$ cat src/bgsp_pkg.sv
// shared types and constants for the binary geometry stream parser
// used by bgsp_ffp, bgsp_parser and binary_geometry_stream_parser
package bgsp_pkg;

    // parse phases
    localparam logic [2:0] PH_SIG   = 3'd0;
    localparam logic [2:0] PH_COUNT = 3'd1;
    localparam logic [2:0] PH_COORD = 3'd2;
    localparam logic [2:0] PH_NVERT = 3'd3;
    localparam logic [2:0] PH_INDEX = 3'd4;
    localparam logic [2:0] PH_COLOR = 3'd5;

    // result kinds
    localparam logic [2:0] KIND_COUNT  = 3'd0;
    localparam logic [2:0] KIND_COORD  = 3'd1;
    localparam logic [2:0] KIND_INDEX  = 3'd2;
    localparam logic [2:0] KIND_POLY   = 3'd3;
    localparam logic [2:0] KIND_STATUS = 3'd4;

    // final status codes
    localparam logic [31:0] ST_OK    = 32'd0;
    localparam logic [31:0] ST_NOREC = 32'd1;
    localparam logic [31:0] ST_BAD   = 32'd2;
    localparam logic [31:0] ST_ASCII = 32'd3;

    // coordinate axes
    localparam logic [1:0] AXIS_X = 2'd0;
    localparam logic [1:0] AXIS_Z = 2'd2;

    localparam logic [31:0] SIG_BIN   = 32'h3344_4231;
    localparam logic [31:0] SIG_ASC   = 32'h3344_4731;
    localparam logic [7:0]  FFP_BIAS  = 8'd62;
    localparam logic [15:0] COLOR_MAX = 16'd15;

    typedef struct packed {
        logic [2:0]  kind;
        logic [1:0]  axis;
        logic [31:0] value;
        logic [15:0] vert_count;
    } t_result;

endpackage

$ cat src/bgsp_ffp.sv
// converts a motorola fast floating point word to ieee single bits
// depends on bgsp_pkg
module bgsp_ffp (
    input  logic [31:0] i_word,
    output logic [31:0] o_bits
);

    logic       w_sign;
    logic [6:0] w_exp;
    logic [23:0] w_mant;
    logic [7:0] w_ieee_exp;

    assign w_sign     = i_word[7];
    assign w_exp      = i_word[6:0];
    assign w_mant     = i_word[31:8];
    assign w_ieee_exp = {1'b0, w_exp} + bgsp_pkg::FFP_BIAS;

    // zero exponent or mantissa (and so a zero word) reads as +0
    always_comb begin
        if (w_exp == 7'd0 || w_mant == 24'd0) begin
            o_bits = 32'd0;
        end else begin
            o_bits = {w_sign, w_ieee_exp, w_mant[22:0]};
        end
    end

endmodule

$ cat src/bgsp_parser.sv
// parse state and per-byte next-state logic, one item per step
// depends on bgsp_pkg and bgsp_ffp
module bgsp_parser (
    input  logic                 i_clk,
    input  logic                 i_rst_n,
    input  logic                 i_step,
    input  logic                 i_start_of_file,
    input  logic                 i_end_of_file,
    input  logic [7:0]           i_data_byte,
    output logic                 o_res_valid,
    output bgsp_pkg::t_result    o_res
);

    logic [2:0]  r_phase, n_phase;
    logic [31:0] r_shift, n_shift;
    logic [1:0]  r_bpos, n_bpos;
    logic [15:0] r_points, n_points;
    logic [1:0]  r_axis, n_axis;
    logic [15:0] r_verts, n_verts;
    logic [15:0] r_poly, n_poly;
    logic        r_fin, n_fin;

    logic [31:0] w_word;
    logic [31:0] w_ffp;
    logic [1:0]  w_bpos_inc;
    logic [1:0]  w_need;
    logic [15:0] w_color;
    logic [15:0] w_mag;
    logic [15:0] w_points_dec;
    logic [15:0] w_verts_dec;

    bgsp_ffp u_ffp (
        .i_word (w_word),
        .o_bits (w_ffp)
    );

    always_comb begin
        n_phase     = r_phase;
        n_shift     = r_shift;
        n_bpos      = r_bpos;
        n_points    = r_points;
        n_axis      = r_axis;
        n_verts     = r_verts;
        n_poly      = r_poly;
        n_fin       = r_fin;
        o_res_valid = 1'b0;
        o_res       = '0;

        if (i_start_of_file) begin
            n_phase  = bgsp_pkg::PH_SIG;
            n_shift  = 32'd0;
            n_bpos   = 2'd0;
            n_points = 16'd0;
            n_axis   = 2'd0;
            n_verts  = 16'd0;
            n_poly   = 16'd0;
            n_fin    = 1'b0;
        end

        w_word       = {n_shift[23:0], i_data_byte};
        w_bpos_inc   = n_bpos + 2'd1;
        w_need       = (n_phase == bgsp_pkg::PH_SIG || n_phase == bgsp_pkg::PH_COORD)
                       ? 2'd0 : 2'd2;
        w_color      = w_word[15:0];
        w_mag        = w_color[15] ? (16'd0 - w_color) : w_color;
        w_points_dec = n_points - 16'd1;
        w_verts_dec  = n_verts - 16'd1;

        if (!n_fin) begin
            if (i_end_of_file) begin
                n_fin             = 1'b1;
                o_res_valid       = 1'b1;
                o_res.kind        = bgsp_pkg::KIND_STATUS;
                o_res.value       = (n_phase == bgsp_pkg::PH_NVERT) ? bgsp_pkg::ST_OK
                                                                    : bgsp_pkg::ST_BAD;
            end else if (w_bpos_inc != w_need) begin
                n_shift = w_word;
                n_bpos  = w_bpos_inc;
            end else begin
                n_shift = 32'd0;
                n_bpos  = 2'd0;
                case (n_phase)
                    bgsp_pkg::PH_SIG: begin
                        if (w_word == bgsp_pkg::SIG_BIN) begin
                            n_phase = bgsp_pkg::PH_COUNT;
                        end else begin
                            n_fin       = 1'b1;
                            o_res_valid = 1'b1;
                            o_res.kind  = bgsp_pkg::KIND_STATUS;
                            o_res.value = (w_word == bgsp_pkg::SIG_ASC)
                                          ? bgsp_pkg::ST_ASCII : bgsp_pkg::ST_NOREC;
                        end
                    end
                    bgsp_pkg::PH_COUNT: begin
                        n_points    = w_word[15:0];
                        n_axis      = bgsp_pkg::AXIS_X;
                        n_phase     = (w_word[15:0] == 16'd0) ? bgsp_pkg::PH_NVERT
                                                              : bgsp_pkg::PH_COORD;
                        o_res_valid = 1'b1;
                        o_res.kind  = bgsp_pkg::KIND_COUNT;
                        o_res.value = {16'd0, w_word[15:0]};
                    end
                    bgsp_pkg::PH_COORD: begin
                        o_res_valid = 1'b1;
                        o_res.kind  = bgsp_pkg::KIND_COORD;
                        o_res.axis  = n_axis;
                        o_res.value = w_ffp;
                        if (n_axis == bgsp_pkg::AXIS_Z) begin
                            // z axis points the other way
                            o_res.value = {~w_ffp[31], w_ffp[30:0]};
                            n_axis      = bgsp_pkg::AXIS_X;
                            n_points    = w_points_dec;
                            if (w_points_dec == 16'd0) begin
                                n_phase = bgsp_pkg::PH_NVERT;
                            end
                        end else begin
                            n_axis = n_axis + 2'd1;
                        end
                    end
                    bgsp_pkg::PH_NVERT: begin
                        if (w_word[15:0] == 16'd0) begin
                            n_fin       = 1'b1;
                            o_res_valid = 1'b1;
                            o_res.kind  = bgsp_pkg::KIND_STATUS;
                            o_res.value = bgsp_pkg::ST_OK;
                        end else begin
                            n_verts = w_word[15:0];
                            n_poly  = w_word[15:0];
                            n_phase = bgsp_pkg::PH_INDEX;
                        end
                    end
                    bgsp_pkg::PH_INDEX: begin
                        n_verts = w_verts_dec;
                        if (w_verts_dec == 16'd0) begin
                            n_phase = bgsp_pkg::PH_COLOR;
                        end
                        o_res_valid = 1'b1;
                        o_res.kind  = bgsp_pkg::KIND_INDEX;
                        o_res.value = {16'd0, w_word[15:0]};
                    end
                    default: begin
                        n_phase          = bgsp_pkg::PH_NVERT;
                        o_res_valid      = 1'b1;
                        o_res.kind       = bgsp_pkg::KIND_POLY;
                        o_res.value      = {16'd0, (w_mag > bgsp_pkg::COLOR_MAX)
                                                   ? bgsp_pkg::COLOR_MAX : w_mag};
                        o_res.vert_count = n_poly;
                    end
                endcase
            end
        end
    end

    always_ff @(posedge i_clk) begin
        if (!i_rst_n) begin
            r_phase  <= bgsp_pkg::PH_SIG;
            r_shift  <= 32'd0;
            r_bpos   <= 2'd0;
            r_points <= 16'd0;
            r_axis   <= 2'd0;
            r_verts  <= 16'd0;
            r_poly   <= 16'd0;
            r_fin    <= 1'b1;
        end else if (i_step) begin
            r_phase  <= n_phase;
            r_shift  <= n_shift;
            r_bpos   <= n_bpos;
            r_points <= n_points;
            r_axis   <= n_axis;
            r_verts  <= n_verts;
            r_poly   <= n_poly;
            r_fin    <= n_fin;
        end
    end

endmodule

$ cat src/binary_geometry_stream_parser.sv
// Binary geometry stream parser (3DB1 layout), top level.
//
// Input channel: one file byte per item on i_data_byte, handshaken by
// i_in_valid / o_in_ready. i_start_of_file marks the first signature
// byte and restarts parsing; i_end_of_file marks the end of the file
// and its data byte is ignored.
// Output channel: zero or one result item per input item, handshaken by
// o_out_valid / i_out_ready, with o_kind, o_axis, o_value, o_vert_count.
// Path: each accepted byte is held in the input register, parsed, and
// its result is loaded into the result register.
// Throughput: one byte per cycle while the output is not stalled, set by the
// combinational parse step between the input register and the result register.
// Reset: the parser is idle and ignores bytes until a start of file;
// both register stages are emptied.
// Stall: while the result register is full and not taken, the parse
// step holds; one more byte waits in the input register, then
// o_in_ready drops.
// depends on bgsp_pkg and bgsp_parser
module binary_geometry_stream_parser (
    input  logic        i_clk,
    input  logic        i_rst_n,
    input  logic        i_in_valid,
    output logic        o_in_ready,
    input  logic        i_start_of_file,
    input  logic        i_end_of_file,
    input  logic [7:0]  i_data_byte,
    output logic        o_out_valid,
    input  logic        i_out_ready,
    output logic [2:0]  o_kind,
    output logic [1:0]  o_axis,
    output logic [31:0] o_value,
    output logic [15:0] o_vert_count
);

    logic              r_in_valid;
    logic              r_sof;
    logic              r_eof;
    logic [7:0]        r_byte;
    logic              r_out_valid;
    bgsp_pkg::t_result r_out;

    logic              w_step;
    logic              w_res_valid;
    bgsp_pkg::t_result w_res;

    // parse step fires when an input byte is held and the result slot is free or being drained
    assign w_step     = r_in_valid && (!r_out_valid || i_out_ready);
    assign o_in_ready = !r_in_valid || w_step;

    bgsp_parser u_parser (
        .i_clk           (i_clk),
        .i_rst_n         (i_rst_n),
        .i_step          (w_step),
        .i_start_of_file (r_sof),
        .i_end_of_file   (r_eof),
        .i_data_byte     (r_byte),
        .o_res_valid     (w_res_valid),
        .o_res           (w_res)
    );

    always_ff @(posedge i_clk) begin
        if (!i_rst_n) begin
            r_in_valid <= 1'b0;
        end else if (o_in_ready) begin
            r_in_valid <= i_in_valid;
        end
    end

    always_ff @(posedge i_clk) begin
        if (o_in_ready && i_in_valid) begin
            r_sof  <= i_start_of_file;
            r_eof  <= i_end_of_file;
            r_byte <= i_data_byte;
        end
    end

    always_ff @(posedge i_clk) begin
        if (!i_rst_n) begin
            r_out_valid <= 1'b0;
        end else if (w_step) begin
            r_out_valid <= w_res_valid;
        end else if (i_out_ready) begin
            r_out_valid <= 1'b0;
        end
    end

    always_ff @(posedge i_clk) begin
        if (w_step && w_res_valid) begin
            r_out <= w_res;
        end
    end

    assign o_out_valid  = r_out_valid;
    assign o_kind       = r_out.kind;
    assign o_axis       = r_out.axis;
    assign o_value      = r_out.value;
    assign o_vert_count = r_out.vert_count;

`ifndef SYNTHESIS
    // a held input byte is not lost while the result side stalls
    a_in_hold: assert property (@(posedge i_clk) disable iff (!i_rst_n)
        r_in_valid && !w_step |=> r_in_valid && $stable(r_byte))
        else $error("input stage dropped a waiting item");

    // axis is only meaningful on coordinates
    a_axis: assert property (@(posedge i_clk) disable iff (!i_rst_n)
        o_out_valid && o_kind != bgsp_pkg::KIND_COORD |-> o_axis == 2'd0)
        else $error("axis set on a non-coordinate result");

    // polygon end carries a nonzero vertex count, others carry none
    a_vcount: assert property (@(posedge i_clk) disable iff (!i_rst_n)
        o_out_valid |-> ((o_kind == bgsp_pkg::KIND_POLY) == (o_vert_count != 16'd0)))
        else $error("vertex count inconsistent with result kind");

    // a fresh result appears only after a parse step
    a_fresh: assert property (@(posedge i_clk) disable iff (!i_rst_n)
        $rose(o_out_valid) |-> $past(w_step))
        else $error("result appeared without a parse step");
`endif

endmodule
$ cat config.mk
export PLATFORM = sky130hd
export DESIGN_NAME = binary_geometry_stream_parser
export DESIGN_NICKNAME = d
export VERILOG_FILES = /design/src/bgsp_pkg.sv /design/src/bgsp_ffp.sv /design/src/bgsp_parser.sv /design/src/binary_geometry_stream_parser.sv
export SDC_FILE = /design/constraint.sdc
export NUM_CORES = 1
export LEC_CHECK = 0
export ABC_CLOCK_PERIOD_IN_PS = 7350
export BUFFER_PORTS_ARGS = -buffer_cell sky130_fd_sc_hd__buf_4
export CORE_AREA = 2 2 121 123
export CTS_CLUSTER_DIAMETER = 60
export DETAILED_ROUTE_END_ITERATION = 8
export DIE_AREA = 0 0 123 125
export GPL_ROUTABILITY_DRIVEN = 0
export GPL_TIMING_DRIVEN = 0
export PLACE_DENSITY = 0.8
export SLEW_MARGIN = 0
export SYNTH_ARGS = -nofsm -noshare
export SYNTH_HDL_FRONTEND = slang
export SYNTH_SLANG_ARGS = --single-unit
$ cat constraint.sdc
create_clock -name i_clk -period 7.35 [get_ports i_clk]
set_input_delay 1.47 -clock i_clk [delete_from_list [all_inputs] [get_ports i_clk]]
set_output_delay 1.47 -clock i_clk [all_outputs]
set_load 0.02 [all_outputs]
# After elaboration in Yosys (flattened, before gate mapping)
# Cells that the tools add are included.
# classes
n_addsub	6
n_bitwise	2
n_mux	73
order_cmp	1
n_reduce_logical	21
n_eq_ne	8
# op_table
cell	n
two-way mux 16 bit	19
two-way mux 32 bit	8
one-hot mux 32 bit (4 select lines)	1
== test 32 x 30 -> 1 bit (second input constant)	2
one-hot mux 16 bit (2 select lines)	2
two-way mux 53 bit	1
logical NOT 16 bit	3
two-way mux 3 bit	12
subtractor 16 x 1 -> 16 bit (second input constant)	2
one-hot mux 3 bit (5 select lines)	2
two-way mux 2 bit	13
logical NOT 24 bit	1
> comparator 16 x 4 -> 1 bit (second input constant)	1
subtractor 1 x 16 -> 16 bit (first input constant)	1
two-way mux 1 bit	12
adder 7 x 6 -> 8 bit (second input constant)	1
OR reduction 8 bit	1
logical NOT 7 bit	1
== test 3 x 2 -> 1 bit (second input constant)	2
OR reduction 5 bit	1
adder 2 x 1 -> 2 bit (second input constant)	2
logical OR 1 bit	4
one-hot mux 1 bit (2 select lines)	2
one-hot mux 2 bit (2 select lines)	1
12 further kinds	16
# totals
inputBits	14
reg_bits	153
out_inout_bits	55
elab_cells	129

# Logic depth before layout (Yosys ltp)
# Gate-level depths: netlist of run 1.
# logic_depth
depth_word	9
mapped_depth	14
mapped_depth_nobuf	10

# By module
# A second synthesis of run 1 with hierarchy kept.
# unflattened
cells_unflattened	952
hier_area_um2	8430.6
# by_module_without_submodules
mod	cells_each	seq_area_each_um2	area_per_inst_um2	n_inst
bgsp_parser	816	1601.5	5965.7	1
binary_geometry_stream_parser	76	1931.9	2004.4	1
bgsp_ffp	60	0.0	460.4	1

# Worst setup path after synthesis of run 1
# No wires, ideal clock.
# synth_path
kind	input -> register
from	input i_out_ready
to	register r_out (netlist bit o_axis[0]) (enable)
slack_ps	3741
required_ps	6958
cell_stages	5
setup_ps	392
n_path_buf	1
arrival_ps	3217
cell_sequence	nor2b_1 > nor2b_1 > buf_1 > nand2_1 > o21ba_2
# synth_between
elab_chain_cells	3
# synth_rtl
item	line_no	source
start: declaration	binary_geometry_stream_parser.sv:28	input logic i_out_ready,
logical OR 1 bit	binary_geometry_stream_parser.sv:47	assign w_step = r_in_valid && (!r_out_valid || i_out_ready);
logical AND 1 bit	binary_geometry_stream_parser.sv:47	
logical AND 1 bit	binary_geometry_stream_parser.sv:88	if (w_step && w_res_valid) begin
end signal: assignment	binary_geometry_stream_parser.sv:89	r_out <= w_res;
end: declaration	binary_geometry_stream_parser.sv:40	bgsp_pkg::t_result r_out;
# Every way passes these cells.
# A chain may end at the register's enable or synchronous reset.

# Final worst setup path of run 1
# layout_path
from	register r_sof
to	register u_parser.r_phase[0]
# layout_between
elab_chain_cells	9
word_cells_on_any_way	33
classes_between	3 x add/sub; 7 x eq/ne; 18 x mux; 5 x reduce/logical
# layout_rtl
item	line_no	source
start: declaration	binary_geometry_stream_parser.sv:36	logic r_sof;
start signal: assignment	binary_geometry_stream_parser.sv:71	r_sof <= i_start_of_file;
two-way mux 16 bit	bgsp_parser.sv:49	if (i_start_of_file) begin
subtractor 16 x 1 -> 16 bit	bgsp_parser.sv:66	w_points_dec = n_points - 16'd1;
logical NOT 16 bit	bgsp_parser.sv:113	if (w_points_dec == 16'd0) begin
two-way mux 3 bit	bgsp_parser.sv:113	
two-way mux 3 bit	bgsp_parser.sv:108	if (n_axis == bgsp_pkg::AXIS_Z) begin
one-hot mux 3 bit (5 select lines)	bgsp_parser.sv:82	case (n_phase)
two-way mux 3 bit	bgsp_parser.sv:76	end else if (w_bpos_inc != w_need) begin
two-way mux 3 bit	bgsp_parser.sv:70	if (i_end_of_file) begin
two-way mux 3 bit *	bgsp_parser.sv:69	if (!n_fin) begin
end signal: assignment	bgsp_parser.sv:156	r_phase <= bgsp_pkg::PH_SIG;
end signal: assignment	bgsp_parser.sv:165	r_phase <= n_phase;
end: declaration	bgsp_parser.sv:14	logic [2:0] r_phase, n_phase;
# Mark *: on every way between the ends. The rest lies on a longest branch, timed or not.

==> results.json, run 1 <==
{
  "power.switching_mw": 0.452,
  "regArea_sq_um": 3530,
  "power.internal_mw": 1.32,
  "post-route-period-util_pct": 58.3,
  "postRouteAntennaNets": 0,
  "io_buffers": 67,
  "async_reset_ff_share_pct": 0,
  "critPathLaunch": "r_sof$_DFFE_PP_",
  "nFillCells": 1172,
  "synth_top_area_share_pct": 23.6,
  "yosysSeqAreaShare_pct": 44.0,
  "numCtsBuffers": 17,
  "core_sq_um": 14200,
  "syn_nets": 877,
  "max_freq_mhz": 233,
  "postCtsSetupRepairBufs": 0,
  "fp.dieW_microns": 123,
  "hold_viol": 0,
  "cp_max_fo": 10,
  "cts_buffer_depth": 2,
  "grt_overflow": 0,
  "grt_usage_pct": 30.7,
  "yosys_warnings": 0,
  "clock_latency_ns": 0.43,
  "avgSynthCellArea_sq_um": 9.39,
  "dp.final_hpwl_mm": 15.9,
  "syn_to_final_growth_pct": 16.0,
  "antenna_cells": 0,
  "grt_first_pass_wirelength_mm": 36.3,
  "cts_tree": "yes",
  "power_density_nw_per_um2": 191,
  "pwr-share-comb_pct": 6.0,
  "relSlewSlack_pct": 37.3,
  "yosys-top-cells-count": "dfxtp_1, nor2b_1, nand2_1",
  "cp.required_ns": 7.71,
  "finalMaxSlewViolations": 0,
  "synth-seq-cells": 145,
  "seq_power_share_pct": 48.1,
  "first_global_vias": 6649,
  "r2r_cells": 14,
  "yosysTopAreaCell": "edfxtp_1",
  "final_core_util_pct": 65.6,
  "dr.pass1.iters": 6,
  "critPathArrivalTime_ns": 4.64,
  "die-height_microns": 125,
  "tightest_slew_ns": 0.938,
  "fin_setup_tns_ns": 0,
  "power_frac_clock_pct": 45.9,
  "viasPerCell": 6.48,
  "whs_ns": 0.478,
  "ys_types": 93,
  "irDropWorstVdd_mv": 0.146,
  "critPathKind": "reg2reg",
  "die-area_sq_um": 15400,
  "rsz0062_at_grt": "false",
  "leakagePower_nw": 3.29,
  "rrSetupSlack_ns": 3.06,
  "initial_core_util_pct": 56.5,
  "power_mw": 1.78,
  "syn_inst": 855,
  "setup_viol": 0,
  "crit_end": "u_parser.r_phase[0]$_SDFFE_PN0P_",
  "drc": 0,
  "fin_skew_ns": 0.00741,
  "min_period_ns": 4.29,
  "crit_path_start_kind": "flop",
  "r2r_start": "r_sof$_DFFE_PP_",
  "yosys-top-cells-area": "edfxtp_1, dfxtp_1, nor2b_1",
  "first_iter_violations": 1071,
  "root_buffer": "clkbuf_16",
  "cp-end-kind": "flop",
  "outcome": "finished clean",
  "drive_above_1_share_pct": 18.1,
  "drt_wl_total_mm": 23.2,
  "timing.max_cap.violations": 0,
  "syn_area_sq_um": 8030,
  "worstReg2RegEnd": "u_parser.r_phase[0]$_SDFFE_PN0P_",
  "worst_slack_ns": 3.06,
  "cts_hold_buf": 0,
  "hold_class": "reg2reg",
  "yosysMostFrequentCell": "dfxtp_1",
  "dp_slack_ns": 2.95,
  "synth_flop_cell": "dfxtp_1",
  "antenna_found_initial": 0,
  "grt_max_degree": 55,
  "htreeDepth": 4,
  "cts_resized": 0,
  "clock_sinks": 145,
  "swShare_pct": 25.4,
  "num_vias": 7373,
  "clkTransAtPathRegs_ns": 0.07,
  "fin_nets": 963,
  "wl_per_cell_microns": 20.4,
  "io_pins": 69,
  "multi_input_area_sq_um": 4150,
  "fp-row-count": 44,
  "synth_enable_flop_cells": 63
}
==> stage by stage <==
| stage | cell area (sq um) | std cells |
|---|---|---|
| final | 9320 | 1138 |
| after global routing | 9320 | 1138 |
| after CTS | 9310 | 1138 |
| after detailed placement | 8760 | 1106 |
| after global placement | 8760 | 1106 |
| after floorplan | 8030 | 855 |
==> critical path: stages (launching register included) <==
cell      delay (ns)
edfxtp_1        0.53
clkinv_1        0.45
clkbuf_1        0.43
clkbuf_1        0.41
nand2_1         0.21
ha_1            0.16
buf_4           0.16
or4b_1          0.43
buf_2           0.20
or3b_1          0.36
o31a_1          0.11
o32a_1          0.18
nor4_2          0.21
nand4_1         0.20
a21oi_1         0.16
==> routing by layer <==
metal / track usage [%] / routed length (microns) / part of all wire (%) / vias up
li1: - / - / - / 3340
met1: 41.5 / 9300 / 40 / 3452
met2: 44.2 / 10100 / 44 / 482
met3: 9.81 / 2680 / 12 / 99
met4: 15.4 / 1140 / 4.9 / 0
met5: 0 / 0 / 0 / -
==> cells by family after synthesis <==
logic type,Yosys count,share of synthesized area (%)
multiplexers,5,0.685
flip-flops,145,44.0
XOR/XNOR,26,2.84
AO/OA/AOI/OAI,233,21.4
adder cells (fa/ha/maj),8,1.25
AND/OR/NAND/NOR,361,25.4
buffers and inverters,77,4.42
==> layout by cell type (no fill, tap or decap), types with 19 or more instances in the layout <==
cell,synthesis,routed
a21oi_1,40,40
a22oi_1,58,58
and3_1,28,28
buf_4,1,68
clkbuf_1,40,41
dfxtp_1,82,82
edfxtp_1,63,63
nand2_1,65,65
nor2_1,63,63
nor2b_1,76,76
nor3_1,24,24
o21ai_0,29,29
xnor2_1,19,19
==> final cells by class <==
cell class | count | area share, %
Multi-Input combinational cell | 633 | 44.5
Inverter | 11 | 0.443
Tap cell | 184 | 2.47
Timing Repair Buffer | 67 | 5.40
Sequential cell | 145 | 37.9
Clock inverter | 14 | 1.28
Clock buffer | 18 | 4.61
Buffer | 66 | 3.37
==> worst min path at each step <==
stage	to	depth (start not counted)	from
3_5_place_dp	u_parser.r_verts[15]$_SDFFE_PN0P_	2	u_parser.r_verts[15]$_SDFFE_PN0P_
3_3_place_gp	u_parser.r_verts[15]$_SDFFE_PN0P_	2	u_parser.r_verts[15]$_SDFFE_PN0P_
2_1_floorplan	u_parser.r_verts[15]$_SDFFE_PN0P_	2	u_parser.r_verts[15]$_SDFFE_PN0P_
5_1_grt	u_parser.r_verts[15]$_SDFFE_PN0P_	2	u_parser.r_verts[15]$_SDFFE_PN0P_
6_report	u_parser.r_verts[15]$_SDFFE_PN0P_	2	u_parser.r_verts[15]$_SDFFE_PN0P_
4_1_cts	u_parser.r_verts[15]$_SDFFE_PN0P_	2	u_parser.r_verts[15]$_SDFFE_PN0P_
==> state kept, by name (all words and copies together), names as in the netlist <==
name and cells:
o_axis 2, o_kind 3, o_out_valid 1, o_value 32
o_vert_count 16, r_byte 8, r_eof 1, r_in_valid 1
r_sof 1, u_parser.r_axis 2, u_parser.r_bpos 2, u_parser.r_fin 1
u_parser.r_phase 3, u_parser.r_points 16, u_parser.r_poly 16, u_parser.r_shift 24
u_parser.r_verts 16
==> power by group through the flow <==
stage               combinational (mW)  sequential [mW]  clock, mW
floorplan                       0.0600            0.874          0
global placement                 0.101            0.872          0
detailed placement               0.102            0.872          0
CTS                              0.103            0.855      0.815
global route                     0.112            0.855      0.852
finish                           0.106            0.855      0.814
Power figures use the tool's default switching activity.
==> inputs of run 2 (changes only) <==
ABC_CLOCK_PERIOD_IN_PS = 3700   (was 7350)
CORE_AREA = 2 2 125 127   (was 2 2 121 123)
DIE_AREA = 0 0 127 129   (was 0 0 123 125)
PLACE_DENSITY = 0.79   (was 0.8)
clock period = 3.7 ns   (was 7.35 ns; I/O delays follow)
==> results.json, run 2 (same netlist as run 1, synthesis figures left out) <==
{
  "io_buffers": 67,
  "clkTransAtPathRegs_ns": 0.06,
  "io_pins": 69,
  "irDropWorstVdd_mv": 0.362,
  "drc": 0,
  "drt_wl_total_mm": 23.2,
  "antenna_found_initial": 0,
  "postRouteAntennaNets": 0,
  "critPathArrivalTime_ns": 3.71,
  "grt_usage_pct": 28.4,
  "fp.dieW_microns": 127,
  "largest_register_ffs": 32,
  "antenna_cells": 0,
  "cp.required_ns": 3.85,
  "timing.max_cap.violations": 0,
  "max_freq_mhz": 281,
  "drive_above_1_share_pct": 18.0,
  "numCtsBuffers": 17,
  "finalMaxSlewViolations": 0,
  "crit_chain": "inv_1 > ha_1 > nor3b_4 > nand3_2 > mux2_2 > a311oi_1 > or4_1 > a21oi_1 > a31oi_1",
  "regArea_sq_um": 3530,
  "dr.pass1.iters": 6,
  "cp_max_fo": 7,
  "die-area_sq_um": 16400,
  "first_global_vias": 6452,
  "fp-row-count": 45,
  "cts_tree": "yes",
  "multi_input_area_sq_um": 4150,
  "grt_overflow": 0,
  "hold_class": "in2reg",
  "clock_sinks": 145,
  "rsz0062_at_grt": "false",
  "die-height_microns": 129,
  "first_iter_violations": 1015,
  "leakagePower_nw": 3.32,
  "tightest_slew_ns": 0.924,
  "post-route-period-util_pct": 96.2,
  "cts_buffer_depth": 2,
  "min_period_ns": 3.56,
  "critPathKind": "reg2reg",
  "outcome": "finished clean",
  "fin_nets": 963,
  "num_vias": 7196,
  "cp-end-kind": "flop",
  "hold_viol": 0,
  "cts_hold_buf": 0,
  "nFillCells": 1222,
  "syn_to_final_growth_pct": 16.9,
  "clock_latency_ns": 0.44,
  "final_cell_count_no_fill": 1142,
  "whs_ns": 0.474,
  "rrSetupSlack_ns": 0.14,
  "initial_core_util_pct": 53.6,
  "grt_first_pass_wirelength_mm": 35.8,
  "dp.cells": 1110,
  "power_density_nw_per_um2": 395,
  "layout_commonest_cell": "dfxtp_1",
  "grt_max_degree": 55,
  "max_stage_delay_ns": 0.58,
  "relSlewSlack_pct": 37.9,
  "final_cell_mix": "dfxtp_1, nor2b_1, buf_4",
  "crit_slowest_cell": "edfxtp_1",
  "htreeDepth": 4,
  "dp.final_hpwl_mm": 16.0,
  "setup_viol": 0,
  "viasPerCell": 6.30,
  "root_buffer": "clkbuf_16",
  "crit_path_start_kind": "flop",
  "fin_skew_ns": 0.00757,
  "wl_per_cell_microns": 20.3,
  "core_sq_um": 15000
}
run 2: changes by cell type in the layout (fill, tap and decap cells not counted), sizes merged:
cell / previous run / this run
clkbuf: 58 / 60
clkinv: 3 / 5
buf: 93 / 95
bufinv: 0 / 4
inv: 20 / 10
run 2: path summary, 6_finish.rpt:
| path | start | end | depth (start not counted) |
|---|---|---|---|
| setup / recovery | r_byte[1]$_DFFE_PP_ | o_value[1]$_SDFFCE_PP0P_ | 9 |
| hold / removal | i_end_of_file | r_eof$_DFFE_PP_ | 1 |
| setup reg to reg | r_byte[1]$_DFFE_PP_ | o_value[1]$_SDFFCE_PP0P_ | 9 |
| hold reg to reg | u_parser.r_points[13]$_SDFFE_PN0P_ | u_parser.r_points[13]$_SDFFE_PN0P_ | 2 |
run 2: critical path: cells and delay by family, from the launching register on:
family          cells  cell delay (ns)
flops               1             0.58
fa+ha+maj           1             0.29
mux                 1             0.30
compound gates      3             0.60
simple gates        3             1.15
buf+inv             1             0.34
run 2: through the flow:
| stage | utilization (%) | power (mW) | setup WS, ns | instance area [sq um] | setup TNS, ns |
|---|---|---|---|---|---|
| 3_3_place_gp | 58.6 | 1.93 | -0.496 | 8770 | -8.06 |
| 3_5_place_dp | 58.6 | 1.94 | -0.538 | 8770 | -11.81 |
| 4_1_cts | 62.7 | 3.70 | 0.123 | 9390 | 0 |
| 2_1_floorplan | - | 1.86 | 0.471 | 8030 | 0 |
| 5_1_grt | 62.7 | 3.79 | 0.0598 | 9390 | 0 |
| 6_report | 62.7 | 3.71 | 0.140 | 9390 | 0 |
run 2: area by class of cell:
cell class,instances,share of cell area (%)
clock inverter,10,1.73
buffer,65,3.32
clock buffer,22,4.73
multi-input combinational,633,44.2
timing repair buffer,68,5.44
sequential,145,37.6
inverter,11,0.453
tap,188,2.51
run 2: power by group:
group,switching (mW),leakage [nW],internal [mW]
sequential,0.0169,1.29,1.68
combinational,0.141,1.74,0.0700
clock,0.672,0.288,1.13
run 2: per-layer routing:
metal	GRT usage, %	share of wire (%)	up-vias
li1	-	-	3334
met2	45.0	44	433
met5	0	0	-
met1	36.8	41	3340
met3	7.03	11	89
met4	13.2	4.2	0
run 2: what timing repair did:
item | in CTS | in global routing
resized for setup | 4 | 1
buffers inserted | 1 | 0
hold endpoints to repair | 0 | 0
setup endpoints to repair | 57 | 1
==> inputs of run 3 (changes only) <==
ABC_CLOCK_PERIOD_IN_PS = 4050   (was 3700)
CAP_MARGIN = 20   (was default)
CORE_AREA = 2 2 121 123   (was 2 2 125 127)
DIE_AREA = 0 0 123 125   (was 0 0 127 129)
PLACE_DENSITY = 0.8   (was 0.79)
clock period = 4.05 ns   (was 3.7 ns; I/O delays follow)
==> results.json, run 3 (same netlist as run 1, synthesis figures left out) <==
{
  "crit_cells": 13,
  "initial_core_util_pct": 56.5,
  "hold_class": "reg2reg",
  "first_global_vias": 6676,
  "postRouteAntennaNets": 0,
  "seq_power_share_pct": 48.1,
  "drive_above_1_share_pct": 18.6,
  "die-height_microns": 125,
  "pwr-share-comb_pct": 6.0,
  "cts_hold_buf": 0,
  "io_pins": 69,
  "final_core_util_pct": 65.7,
  "r2r_cells": 13,
  "power.internal_mw": 2.40,
  "clock_sinks": 145,
  "power_mw": 3.23,
  "viasPerCell": 6.53,
  "max_freq_mhz": 270,
  "dp.final_hpwl_mm": 15.9,
  "whs_ns": 0.478,
  "post-route-period-util_pct": 91.6,
  "finalMaxSlewViolations": 0,
  "final_cell_mix": "dfxtp_1, nor2b_1, buf_4",
  "critPathKind": "reg2reg",
  "relSlewSlack_pct": 36.0,
  "htreeDepth": 4,
  "syn_to_final_growth_pct": 16.2,
  "hold_depth": 2,
  "timing.max_cap.violations": 0,
  "crit_buf_inv": 4,
  "leakagePower_nw": 3.30,
  "design_area_sq_um": 9330,
  "drt_wl_total_mm": 23.3,
  "cp_max_fo": 19,
  "grt_max_degree": 35,
  "outcome": "finished clean",
  "swShare_pct": 25.7,
  "grt_first_pass_wirelength_mm": 36.6,
  "postCtsSetupRepairBufs": 0,
  "crit_slowest_cell": "edfxtp_1",
  "cts_tree": "yes",
  "power.switching_mw": 0.831,
  "max_stage_delay_ns": 0.54,
  "min_period_ns": 3.71,
  "cp_top_family": "simple AND/OR/NAND/NOR gates",
  "crit_path_start_kind": "flop",
  "dr.pass1.iters": 7,
  "critPathArrivalTime_ns": 4.08,
  "cp.required_ns": 4.43,
  "grt_use_met1_pct": 42.5,
  "final_cell_count_no_fill": 1138,
  "core_sq_um": 14200,
  "fin_nets": 963,
  "root_buffer": "clkbuf_16",
  "cp-end-kind": "flop",
  "drc": 0,
  "layout_commonest_cell": "dfxtp_1",
  "top_usage_layer": "met2",
  "cts_buffer_depth": 2,
  "wl_per_cell_microns": 20.5,
  "grt_usage_pct": 31.2,
  "antenna_cells": 0,
  "setup_viol": 0,
  "met2_usage_pct": 44.7,
  "placed_area_sq_um": 8780,
  "power_density_nw_per_um2": 346,
  "fin_skew_ns": 0.00713,
  "largest_register_ffs": 32,
  "rsz0062_at_grt": "false",
  "crit_chain": "clkinv_2 > clkbuf_2 > nand2_1 > ha_1 > buf_4 > or4b_1 > buf_2 > or3b_1 > o31a_1 > o32a_1 > nor4_2 > nand4_1 > a21oi_1",
  "power_frac_clock_pct": 45.9,
  "grt_overflow": 0,
  "dp_slack_ns": -0.0714,
  "numCtsBuffers": 17,
  "nFillCells": 1181,
  "met3_usage_pct": 7.44,
  "dp.cells": 1107,
  "antenna_found_initial": 0,
  "num_vias": 7436,
  "worst_slack_ns": 0.341,
  "clock_latency_ns": 0.45,
  "fin_setup_tns_ns": 0,
  "io_buffers": 67,
  "die-area_sq_um": 15400,
  "hold_viol": 0,
  "fp.dieW_microns": 123,
  "fp-row-count": 44,
  "tightest_slew_ns": 0.957,
  "first_iter_violations": 1179,
  "clkTransAtPathRegs_ns": 0.06,
  "irDropWorstVdd_mv": 0.289
}
-- run 3: cell types whose count changed in the layout (fill, tap and decap cells not counted) --
cell,before,now
buf_12,1,2
buf_2,17,16
buf_4,69,68
bufinv_16,4,0
clkbuf_1,43,38
clkbuf_2,0,1
inv_4,0,1
inv_6,0,7
inv_8,0,1
o21ba_2,0,1
o21ba_4,1,0
-- run 3: tightest hold or removal path, cell delays in order, from the launching register on --
cell and delay (ns):
dfxtp_1 0.32, nand2_1 0.06, a21boi_1 0.05
-- run 3: power groups by stage --
stage | Clock (mW) | Sequential [mW] | Combinational (mW)
after floorplan | 0 | 1.59 | 0.109
after global placement | 0 | 1.58 | 0.183
after detailed placement | 0 | 1.58 | 0.187
after CTS | 1.48 | 1.55 | 0.188
after global routing | 1.56 | 1.55 | 0.203
final | 1.48 | 1.55 | 0.194
-- run 3: final cells by class --
cell class | instances | area (sq um) | area share, %
multi-input combinational | 633 | 4140 | 44.4
clock buffer | 17 | 425 | 4.56
clock inverter | 15 | 121 | 1.30
buffer | 65 | 312 | 3.34
inverter | 11 | 42.5 | 0.456
tap | 184 | 230 | 2.47
sequential | 145 | 3530 | 37.9
timing repair buffer | 68 | 523 | 5.61
-- run 3: timing repair --
action / 4_1_cts / 5_1_grt
gates cloned: 0 / 0
endpoints found under the setup margin: 1 / 1
gates resized for setup: 1 / 2
-- run 3: worst paths after layout --
path / start / endpoint / slack (ns)
worst max register to register: r_sof$_DFFE_PP_ / u_parser.r_phase[0]$_SDFFE_PN0P_ / 0.34
worst min register to register: u_parser.r_verts[15]$_SDFFE_PN0P_ / u_parser.r_verts[15]$_SDFFE_PN0P_ / 0.48
worst max-delay path: r_sof$_DFFE_PP_ / u_parser.r_phase[0]$_SDFFE_PN0P_ / 0.34
worst min-delay path: u_parser.r_verts[15]$_SDFFE_PN0P_ / u_parser.r_verts[15]$_SDFFE_PN0P_ / 0.48
-- run 3: metal layers --
metal,vias up,routed length [microns]
li1,3341,-
met1,3452,9320
met2,512,9990
met3,131,2570
met4,0,1450
met5,-,0
